==> src/rtl/cdt_pkg.sv <==
`timescale 1ns / 1ps
`default_nettype none
// ----------------------------------------------------------------------------
// cdt_pkg: shared types and constants of the countdown timer
// Holds the command and phase codes, the timer state word, the time
// constants and the step-size lookup used by the datapath and the top level.
// ----------------------------------------------------------------------------
package cdt_pkg;

	localparam int TIME_W = 64;
	localparam int SEC_W  = 13;
	localparam int MS_W   = 23;
	localparam int US_W   = 33;
	localparam int STEP_W = 6;
	localparam int DET_W  = 7;
	localparam int CODE_W = 2;

	// Command codes carried by each input word.
	typedef enum logic [1:0] {
		CMD_TICK   = 2'd0,
		CMD_ADJUST = 2'd1,
		CMD_TOGGLE = 2'd2,
		CMD_RESET  = 2'd3
	} cmd_t;

	// Timer phase, one-hot.
	typedef enum logic [3:0] {
		PH_IDLE     = 4'b0001,
		PH_RUNNING  = 4'b0010,
		PH_PAUSED   = 4'b0100,
		PH_COMPLETE = 4'b1000
	} phase_t;

	// Encoded phase as reported on the result word.
	localparam logic [CODE_W-1:0] CODE_IDLE     = 2'd0;
	localparam logic [CODE_W-1:0] CODE_RUNNING  = 2'd1;
	localparam logic [CODE_W-1:0] CODE_PAUSED   = 2'd2;
	localparam logic [CODE_W-1:0] CODE_COMPLETE = 2'd3;

	localparam logic [SEC_W-1:0] MIN_SEC     = 13'd5;
	localparam logic [SEC_W-1:0] MAX_SEC     = 13'd5400;
	localparam logic [SEC_W-1:0] DEFAULT_SEC = 13'd300;

	localparam logic [SEC_W-1:0] STEP_LIM_A = 13'd60;
	localparam logic [SEC_W-1:0] STEP_LIM_B = 13'd300;
	localparam logic [SEC_W-1:0] STEP_LIM_C = 13'd1200;

	localparam logic [STEP_W-1:0] STEP_5  = 6'd5;
	localparam logic [STEP_W-1:0] STEP_15 = 6'd15;
	localparam logic [STEP_W-1:0] STEP_30 = 6'd30;
	localparam logic [STEP_W-1:0] STEP_60 = 6'd60;

	localparam logic [MS_W-1:0] MS_PER_SEC = 23'd1000;
	localparam logic [US_W-1:0] US_PER_SEC = 33'd1000000;
	localparam logic [US_W-1:0] US_PER_MS  = 33'd1000;

	localparam logic [MS_W-1:0] DEFAULT_MS = 23'd300000;
	localparam logic [US_W-1:0] DEFAULT_US = 33'd300000000;

	// floor(x / 125) = (x * DIV125_RECIP) >> DIV125_SHIFT, exact for x below 2^30.
	localparam int              RECIP_W      = 31;
	localparam int              DIV125_SHIFT = 37;
	localparam logic [RECIP_W-1:0] DIV125_RECIP = 31'd1099511628;

	typedef struct packed {
		phase_t              phase;
		logic [SEC_W-1:0]    dur_sec;
		logic [MS_W-1:0]     dur_ms;
		logic [US_W-1:0]     dur_us;
		logic [MS_W-1:0]     rem_ms;
		logic [TIME_W-1:0]   start_us;
	} timer_state_t;

	localparam timer_state_t STATE_RESET = '{
		phase:    PH_IDLE,
		dur_sec:  DEFAULT_SEC,
		dur_ms:   DEFAULT_MS,
		dur_us:   DEFAULT_US,
		rem_ms:   DEFAULT_MS,
		start_us: '0
	};

	// Adjust step in seconds for a given duration in seconds.
	function automatic logic [STEP_W-1:0] step_for(input logic [SEC_W-1:0] secs);
		logic [STEP_W-1:0] s;
		priority if (secs < STEP_LIM_A) begin
			s = STEP_5;
		end else if (secs < STEP_LIM_B) begin
			s = STEP_15;
		end else if (secs < STEP_LIM_C) begin
			s = STEP_30;
		end else begin
			s = STEP_60;
		end
		return s;
	endfunction

	function automatic logic [CODE_W-1:0] phase_code(input phase_t ph);
		logic [CODE_W-1:0] c;
		unique case (ph)
			PH_IDLE:     c = CODE_IDLE;
			PH_RUNNING:  c = CODE_RUNNING;
			PH_PAUSED:   c = CODE_PAUSED;
			PH_COMPLETE: c = CODE_COMPLETE;
			default:     c = CODE_IDLE;
		endcase
		return c;
	endfunction

endpackage
`default_nettype wire

==> src/rtl/cdt_next.sv <==
`timescale 1ns / 1ps
`default_nettype none
// ----------------------------------------------------------------------------
// cdt_next: next-state logic of the countdown timer
// Applies one command to the current timer state and gives the new state.
// ----------------------------------------------------------------------------
module cdt_next
	import cdt_pkg::*;
(
	input  timer_state_t                cur,
	input  cmd_t                        command,
	input  logic [TIME_W-1:0]           now_us,
	input  logic signed [DET_W-1:0]     detents,
	output timer_state_t                nxt
);

	localparam int SUM_W  = 15;
	localparam int PROD_W = 30 + RECIP_W;

	// Tick: elapsed milliseconds since the start time.
	logic                  after_start;
	logic [TIME_W-1:0]     diff_us;
	logic                  reached;
	logic [29:0]           diff_div8;
	logic [PROD_W-1:0]     div_prod;
	logic [MS_W-1:0]       passed_ms;
	logic [MS_W-1:0]       tick_rem;

	assign after_start = now_us > cur.start_us;
	assign diff_us     = now_us - cur.start_us;
	assign reached     = after_start && (diff_us >= {{(TIME_W-US_W){1'b0}}, cur.dur_us});
	// Below the duration the difference fits in 33 bits: divide by 8, then by 125.
	assign diff_div8   = diff_us[US_W-1:3];
	assign div_prod    = {{(PROD_W-30){1'b0}}, diff_div8}
	                   * {{(PROD_W-RECIP_W){1'b0}}, DIV125_RECIP};
	assign passed_ms   = after_start ? div_prod[DIV125_SHIFT +: MS_W] : '0;
	assign tick_rem    = cur.dur_ms - passed_ms;

	// Adjust: new duration in whole seconds, clamped.
	logic [STEP_W-1:0]        step;
	logic signed [SUM_W-1:0]  det_x;
	logic signed [SUM_W-1:0]  step_x;
	logic signed [SUM_W-1:0]  delta;
	logic signed [SUM_W-1:0]  secs;
	logic [SEC_W-1:0]         new_sec;
	logic [MS_W-1:0]          new_ms;
	logic [US_W-1:0]          new_us;

	assign step   = step_for(cur.dur_sec);
	assign det_x  = {{(SUM_W-DET_W){detents[DET_W-1]}}, detents};
	assign step_x = {{(SUM_W-STEP_W){1'b0}}, step};
	assign delta  = det_x * step_x;
	assign secs   = $signed({{(SUM_W-SEC_W){1'b0}}, cur.dur_sec}) + delta;

	always_comb begin
		priority if (secs < $signed({{(SUM_W-SEC_W){1'b0}}, MIN_SEC})) begin
			new_sec = MIN_SEC;
		end else if (secs > $signed({{(SUM_W-SEC_W){1'b0}}, MAX_SEC})) begin
			new_sec = MAX_SEC;
		end else begin
			new_sec = secs[SEC_W-1:0];
		end
	end

	assign new_ms = {{(MS_W-SEC_W){1'b0}}, new_sec} * MS_PER_SEC;
	assign new_us = {{(US_W-SEC_W){1'b0}}, new_sec} * US_PER_SEC;

	// Resume: shift the start time back by the time already used.
	logic [MS_W-1:0]   used_ms;
	logic [US_W-1:0]   used_us;

	assign used_ms = cur.dur_ms - cur.rem_ms;
	assign used_us = {{(US_W-MS_W){1'b0}}, used_ms} * US_PER_MS;

	always_comb begin
		nxt = cur;
		unique case (command)
			CMD_TICK: begin
				if (cur.phase == PH_RUNNING) begin
					if (reached) begin
						nxt.rem_ms = '0;
						nxt.phase  = PH_COMPLETE;
					end else begin
						nxt.rem_ms = tick_rem;
					end
				end
			end
			CMD_ADJUST: begin
				if ((detents != '0) && (cur.phase != PH_RUNNING)) begin
					nxt.dur_sec  = new_sec;
					nxt.dur_ms   = new_ms;
					nxt.dur_us   = new_us;
					nxt.rem_ms   = new_ms;
					nxt.start_us = '0;
					nxt.phase    = PH_IDLE;
				end
			end
			CMD_TOGGLE: begin
				unique case (cur.phase)
					PH_RUNNING: begin
						nxt.rem_ms = reached ? '0 : tick_rem;
						nxt.phase  = PH_PAUSED;
					end
					PH_PAUSED: begin
						nxt.start_us = now_us - {{(TIME_W-US_W){1'b0}}, used_us};
						nxt.phase    = PH_RUNNING;
					end
					PH_COMPLETE: begin
						nxt.rem_ms   = cur.dur_ms;
						nxt.start_us = now_us;
						nxt.phase    = PH_RUNNING;
					end
					PH_IDLE: begin
						nxt.start_us = now_us;
						nxt.phase    = PH_RUNNING;
					end
					default: begin
						nxt.phase = PH_IDLE;
					end
				endcase
			end
			CMD_RESET: begin
				nxt.rem_ms   = cur.dur_ms;
				nxt.start_us = '0;
				nxt.phase    = PH_IDLE;
			end
			default: begin
				nxt = cur;
			end
		endcase
	end

endmodule
`default_nettype wire

==> src/rtl/countdown_timer_with_step_adjust_unit.sv <==
`timescale 1ns / 1ps
`default_nettype none
// ----------------------------------------------------------------------------
// countdown_timer_with_step_adjust_unit: countdown timer command processor
// Stage 1 registers each accepted word and stage 2 its result word.
// Throughput: one word per cycle while the output takes its words; the timer
// state is updated as each word leaves stage 1, from the last word's state.
// Reset: arst_n clears the pipeline and returns the timer to idle with a
// 300 s duration, full remaining time and a zero start time.
// ----------------------------------------------------------------------------
module countdown_timer_with_step_adjust_unit
	import cdt_pkg::*;
(
	input  logic                       clk,
	input  logic                       arst_n,

	input  logic                       in_valid,
	output logic                       in_stall,
	input  logic [1:0]                 command,
	input  logic [TIME_W-1:0]          now_us,
	input  logic signed [DET_W-1:0]    detents,

	output logic                       out_valid,
	input  logic                       out_stall,
	output logic [CODE_W-1:0]          run_state,
	output logic [MS_W-1:0]            total_ms,
	output logic [MS_W-1:0]            left_ms,
	output logic [STEP_W-1:0]          adj_step
);

	// Stage 1 holds the accepted command word. When it moves on, the timer
	// state is updated and a snapshot of the new state is captured in the
	// stage 2 result register, which drives the output word.
	logic                      valid_s1;
	cmd_t                      cmd_s1;
	logic [TIME_W-1:0]         now_s1;
	logic signed [DET_W-1:0]   det_s1;

	logic                      valid_s2;
	logic [CODE_W-1:0]         state_s2;
	logic [MS_W-1:0]           dur_s2;
	logic [MS_W-1:0]           rem_s2;
	logic [STEP_W-1:0]         step_s2;

	timer_state_t              timer_q;
	timer_state_t              timer_nxt;

	logic                      adv_s1;

	// Stage 1 moves forward whenever the result register is empty or is
	// being drained this cycle; that keeps one word per cycle flowing as
	// long as the output side takes its words. A result held at the output
	// by out_stall freezes stage 1 and with it stalls the input.
	assign adv_s1   = valid_s1 && (!valid_s2 || !out_stall);
	assign in_stall = valid_s1 && !adv_s1;

	always_ff @(posedge clk or negedge arst_n) begin
		if (!arst_n) begin
			valid_s1 <= 1'b0;
		end else if (!in_stall) begin
			valid_s1 <= in_valid;
		end
	end

	always_ff @(posedge clk) begin
		if (in_valid && !in_stall) begin
			cmd_s1 <= cmd_t'(command);
			now_s1 <= now_us;
			det_s1 <= detents;
		end
	end

	cdt_next u_next (
		.cur     (timer_q),
		.command (cmd_s1),
		.now_us  (now_s1),
		.detents (det_s1),
		.nxt     (timer_nxt)
	);

	// Timer state: phase, duration (seconds, ms and us forms kept side by
	// side so no conversion sits on the tick path), remaining ms, start time.
	always_ff @(posedge clk or negedge arst_n) begin
		if (!arst_n) begin
			timer_q <= STATE_RESET;
		end else if (adv_s1) begin
			timer_q <= timer_nxt;
		end
	end

	always_ff @(posedge clk or negedge arst_n) begin
		if (!arst_n) begin
			valid_s2 <= 1'b0;
		end else if (adv_s1) begin
			valid_s2 <= 1'b1;
		end else if (!out_stall) begin
			valid_s2 <= 1'b0;
		end
	end

	always_ff @(posedge clk) begin
		if (adv_s1) begin
			state_s2 <= phase_code(timer_nxt.phase);
			dur_s2   <= timer_nxt.dur_ms;
			rem_s2   <= timer_nxt.rem_ms;
			step_s2  <= step_for(timer_nxt.dur_sec);
		end
	end

	assign out_valid = valid_s2;
	assign run_state = state_s2;
	assign total_ms  = dur_s2;
	assign left_ms   = rem_s2;
	assign adj_step  = step_s2;

endmodule
`default_nettype wire

==> config.mk <==
export PLATFORM = sky130hd
export DESIGN_NAME = countdown_timer_with_step_adjust_unit
export DESIGN_NICKNAME = d
export VERILOG_FILES = /design/src/rtl/cdt_pkg.sv /design/src/rtl/cdt_next.sv /design/src/rtl/countdown_timer_with_step_adjust_unit.sv
export SDC_FILE = /design/constraint.sdc
export NUM_CORES = 2
export LEC_CHECK = 0
export BUFFER_PORTS_ARGS = -buffer_cell sky130_fd_sc_hd__clkbuf_2
export CORE_ASPECT_RATIO = 1.2
export CORE_MARGIN = 2
export CORE_UTILIZATION = 55
export CTS_BUF_LIST = sky130_fd_sc_hd__clkbuf_8 sky130_fd_sc_hd__clkbuf_16
export CTS_CLUSTER_SIZE = 25
export DETAILED_ROUTE_END_ITERATION = 8
export GPL_ROUTABILITY_DRIVEN = 0
export PLACE_DENSITY = 0.81
export SLEW_MARGIN = 40
export SYNTH_ARGS = -nofsm -noshare
export SYNTH_HDL_FRONTEND = slang
export SYNTH_SLANG_ARGS = --single-unit
==> constraint.sdc <==
create_clock -name clk -period 23.3 [get_ports clk]
set_input_delay 3.495 -clock clk [delete_from_list [all_inputs] [get_ports clk]]
set_output_delay 3.495 -clock clk [all_outputs]
set_load 0.01 [all_outputs]
# Word-level counts from Yosys, hierarchy flattened
# Cells that the tools add are included.
dict set report op_classes {
  add_sub_neg 5
  n_mul 5
  order_cmp 10
  n_eq_ne 14
  muxes 23
  n_reduce_logical 18
}
# operator n
set ops {}
lappend ops {{one-hot mux 64 bit (3 select lines)} 1}
lappend ops {{2-to-1 mux 160 bit} 1}
lappend ops {{one-hot mux 64 bit (2 select lines)} 1}
lappend ops {{one-hot mux 23 bit (4 select lines)} 1}
lappend ops {{2-to-1 mux 23 bit} 3}
lappend ops {{2-to-1 mux 69 bit} 1}
lappend ops {{greater-or-equal comparator 64 x 33 -> 1 bit} 1}
lappend ops {{> comparator 64 bit} 1}
lappend ops {{subtractor 64 x 33 -> 64 bit} 1}
lappend ops {{subtractor 64 bit} 1}
lappend ops {{multiplier 30 x 29 -> 58 bit, second input constant} 1}
lappend ops {{one-hot mux 23 bit (2 select lines)} 1}
lappend ops {{subtractor 23 bit} 2}
lappend ops {{multiplier 23 x 7 -> 30 bit, second input constant} 1}
lappend ops {{multiplier 13 x 14 -> 27 bit, second input constant} 1}
lappend ops {{< comparator 13 x 11 -> 1 bit, second input constant} 2}
lappend ops {{< comparator 13 x 6 -> 1 bit, second input constant} 2}
lappend ops {{< comparator 13 x 9 -> 1 bit, second input constant} 2}
lappend ops {{2-to-1 mux 13 bit} 2}
lappend ops {{2-to-1 mux 6 bit} 4}
lappend ops {{multiplier 13 x 7 -> 20 bit, second input constant} 1}
lappend ops {{one-hot mux 4 bit (4 select lines)} 1}
lappend ops {{adder 14 x 15 -> 15 bit} 1}
lappend ops {{> comparator 15 x 14 -> 1 bit, second input constant} 1}
lappend ops {{25 further kinds} 41}
dict set report word_totals {
  regBits 283
  inputBits 77
  out_inout_bits 56
  word_cells 91
}

# Longest topological paths before layout
dict set report depth {
  depth_word 15
  ltp_mapped 55
  ltp_nobuf 55
}

# Modules after synthesis
# Synthesis repeated with hierarchy kept, for this count alone.
dict set report hier_totals {
  cells_unflattened 5114
  hier_area_um2 47720.8
}
# mod n_inst cells_each area_per_inst_um2 seq_area_each_um2
set modules_own_cells {}
lappend modules_own_cells {cdt_next 1 4622 37280.8 0.0}
lappend modules_own_cells {countdown_timer_with_step_adjust_unit 1 492 10440.0 7876.3}

# Worst setup path after synthesis
# OpenSTA, ideal clock, no wires.
dict set report synth_path {
  kind {register to register}
  startpoint {register now_s1[1]}
  endpoint {register timer_q[86] (netlist bit)}
  setup_time_ps 125
  arrival_time_ps 11997
  setup_slack_ps 11179
  stages_incl_launch_ff 52
  synth_period_minus_slack_ps 12121
  cell_sequence {edfxtp_1 -> ha_1 -> nor2b_1 -> o31a_1 -> o31a_1 -> a21oi_1 -> nor2_1 -> nor2b_1 -> o21ai_0 -> a21o_1 -> a21o_1 -> a21o_1 -> a21o_1 -> xnor2_1 -> ha_1 -> inv_1 -> fa_1 -> inv_1 -> [16 not listed] -> a31oi_1 -> a21o_1 -> a21o_1 -> xor2_1 -> nand2_1 -> ha_1 -> inv_1 -> o31ai_1 -> a21oi_1 -> nand2b_1 -> a311oi_1 -> nor2_1 -> a221oi_1 -> nor4b_1 -> a211oi_1 -> xnor2_1 -> a32o_1 -> mux2_2}
}
# element line_no
set synth_rtl {}
lappend synth_rtl {{start: declaration} countdown_timer_with_step_adjust_unit.sv:36} ;# logic [TIME_W-1:0] now_s1;
lappend synth_rtl {{start signal: assignment} countdown_timer_with_step_adjust_unit.sv:68} ;# now_s1 <= now_us;
lappend synth_rtl {{end signal: assignment} countdown_timer_with_step_adjust_unit.sv:87} ;# timer_q <= timer_nxt;
lappend synth_rtl {{end: declaration} countdown_timer_with_step_adjust_unit.sv:45} ;# timer_state_t timer_q;

==> impl_metrics.yaml <==
status:
  status: "finished with violations"
  violations: "design-rule violations"
synthesis:
  post-synth-top-area-cell: "ha_1"
  synth_ff_type: "edfxtp_1"
  syn_nets: 6184
  synth.most_common_cell: "inv_1"
  syn_inst: 4874
  yosys_warnings: 0
  ys_seq_area_share_pct: 17.4
  syn_area_per_cell_sq_um: 9.07
  yosysTopAreaCellShare_pct: 21.7
  synth-seq-cells: 280
  synth-edff-count: 126
  synth.top_cells.by_count: "960 x inv_1, 765 x ha_1, 468 x fa_1"
  synth.distinct_cells: 92
  ys_top_cells_by_area: "ha_1 22%, fa_1 21%, edfxtp_1 8.6%"
  synth-async-reset-ratio_pct: 55.0
  syn_area_sq_um: 44200
clocking:
  path_clk_slew_ns: 0.05
  cts_setup_buffers: 0
  cts.sinks: 280
  clockBufferDepth: 3
  tritoncts: "yes"
  cts_root_buf: "clkbuf_16"
  htree_num_levels: 2
  clk_latency_ns: 0.61
  cts_made_buffers: 36
  cts_resized: 0
  cts_hold_buf: 0
floorplanning:
  dieArea_sq_um: 82600
  fp.coreArea_sq_um: 79300
  die_y_microns: 314
  die_w_microns: 263
  initial_utilization_pct: 55.7
  rows: 113
  io_pins: 133
drt:
  final_antenna_net_count: 0
  drcViolationCount: 2
  firstDrtPassIters: 9
  routed_wl_microns: 127000
  via_count: 36500
  via_per_inst: 6.04
  wire_per_inst_microns: 21.0
  drtIter0Drc: 3463
global_routing:
  grt_usage_pct: 30.9
  grt_pass1_wl_microns: 201000
  grt_max_degree: 87
  grt_pass1_vias: 37200
  antenna_found_initial: 5
  grt-ovfl-total: 0
critical_path:
  critPathMaxFanout: 10
  required_ns: 23.75
  cp.arrival_ns: 14.03
  worst-setup-path-type: "reg -> reg"
  crit_slowest_cell: "xor2_2"
  crit_path_end_kind: "flip-flop"
  startpoint_type: "flip-flop"
  path_common_cell: "a21o_1"
  cpPeakStageDelay_ns: 0.60
min_path:
  hp-class: "reg -> reg"
finish:
  layout-drive-gt1-share_pct: 6.66
  area_growth_syn_to_layout_pct: 7.32
  final_nets: 6285
  multi_input_area_sq_um: 32600
  seqCellArea_sq_um: 7680
  fill_cells: 6487
  finish.utilization_pct: 59.8
timing:
  hold_viol: 0
  layout_setup_ws_ns: 9.72
  slew_viol_final: 0
  hold_ws_ns: 0.474
  max_slew_margin_pct: 44.1
  fmax_ghz: 0.0736
  finalSetupTns_ns: 0
  worst_pin_slew_ns: 0.839
  fin_crit_ns: 13.58
  setup_viol: 0
  min_period_over_period_pct: 58.3
  clock-skew-final_ns: 0.0497
  rsz0062_at_grt: "no"
placement:
  io_buffers: 131
  dp_hpwl_microns: 101000
  dp_worst_setup_slack_ns: 10.08
job:
  drv_cap: 0
## registers in the layout, summed over array words and instances, names as in the netlist
register,count
run_state,2
total_ms,23
det_s1,7
left_ms,23
now_s1,64
cmd_s1,2
valid_s1,1
adj_step,5
out_valid,1
timer_q,152
## layout by cell type, fill, tap and decap left out, types with 51 or more instances in the layout
master and n:
a21o_1 114, clkbuf_2 130, buf_4 51, a21oi_1 307, xor2_1 110, o21ai_0 266, dfrtp_1 123, edfxtp_1 126
nor2_1 219, o22ai_1 61, nor3_1 69, nand2_1 317, ha_1 765, xnor2_1 119, inv_1 966, fa_1 468
nand3_1 80
## per-layer routing
layer	global-route usage, %	share of wire (%)
met1	38.2	38
met3	5.75	9.0
met5	0	0.026
met4	18.9	7.0
met2	50.5	46
## stage by stage
step,instances,cell area (sq um)
3_3_place_gp,5972,46100
4_1_cts,6038,47400
2_1_floorplan,4874,44200
5_1_grt,6038,47400
3_5_place_dp,5972,46200
6_report,6041,47400
## worst max-delay path: cells and delay by family, from the launching register on
| kind | cells | cell delay [ns] |
|---|---|---|
| compound gates | 23 | 5.94 |
| simple gates | 9 | 1.18 |
| fa+ha+maj | 10 | 4.37 |
| buf+inv | 4 | 0.43 |
| xor+xnor | 3 | 0.87 |
| flops | 1 | 0.38 |
| mux | 1 | 0.27 |
## kinds of logic (layout without fill, tap and decap cells)
kind of cell	after synthesis	after routing	share of synthesized area (%)
other	1	4	0.00849
AOI/OAI and AO/OA	1066	1066	15.1
buffers and inverters	1083	1212	9.23
muxes	21	21	0.487
and+or+nand+nor	956	956	10.3
DFF	280	280	17.4
adders and majority gates	1233	1233	42.9
xor gates and xnor gates	234	234	4.64
## final cells by class
type	instances	share of cell area [%]
Sequential cell	280	16.2
Inverter	961	7.61
Multi-Input combinational cell	3511	68.6
Clock buffer	37	1.93
Clock inverter	29	0.604
Tap cell	1035	2.73
Timing Repair Buffer	185	2.28
Antenna cell	3	0.0158
## final timing paths
kind / start / to / slack [ns] / depth (start not counted)
worst min-delay path: timer_q[111]$_DFFE_PN1P_ / timer_q[111]$_DFFE_PN1P_ / 0.47 / 2
worst max register to register: timer_q[1]$_DFFE_PN0P_ / timer_q[86]$_DFFE_PN0P_ / 9.72 / 50
min in group asynchronous: arst_n / timer_q[152]$_DFFE_PN0P_ / 2.85 / 1
worst min register to register: timer_q[111]$_DFFE_PN1P_ / timer_q[111]$_DFFE_PN1P_ / 0.47 / 2
max in group asynchronous: arst_n / timer_q[38]$_DFFE_PN0P_ / 19.13 / 2
worst max-delay path: timer_q[1]$_DFFE_PN0P_ / timer_q[86]$_DFFE_PN0P_ / 9.72 / 50
Power is left out: the tool's default activity adds up to more than one toggle a clock period on the data nets, which glitch-free logic cannot reach.
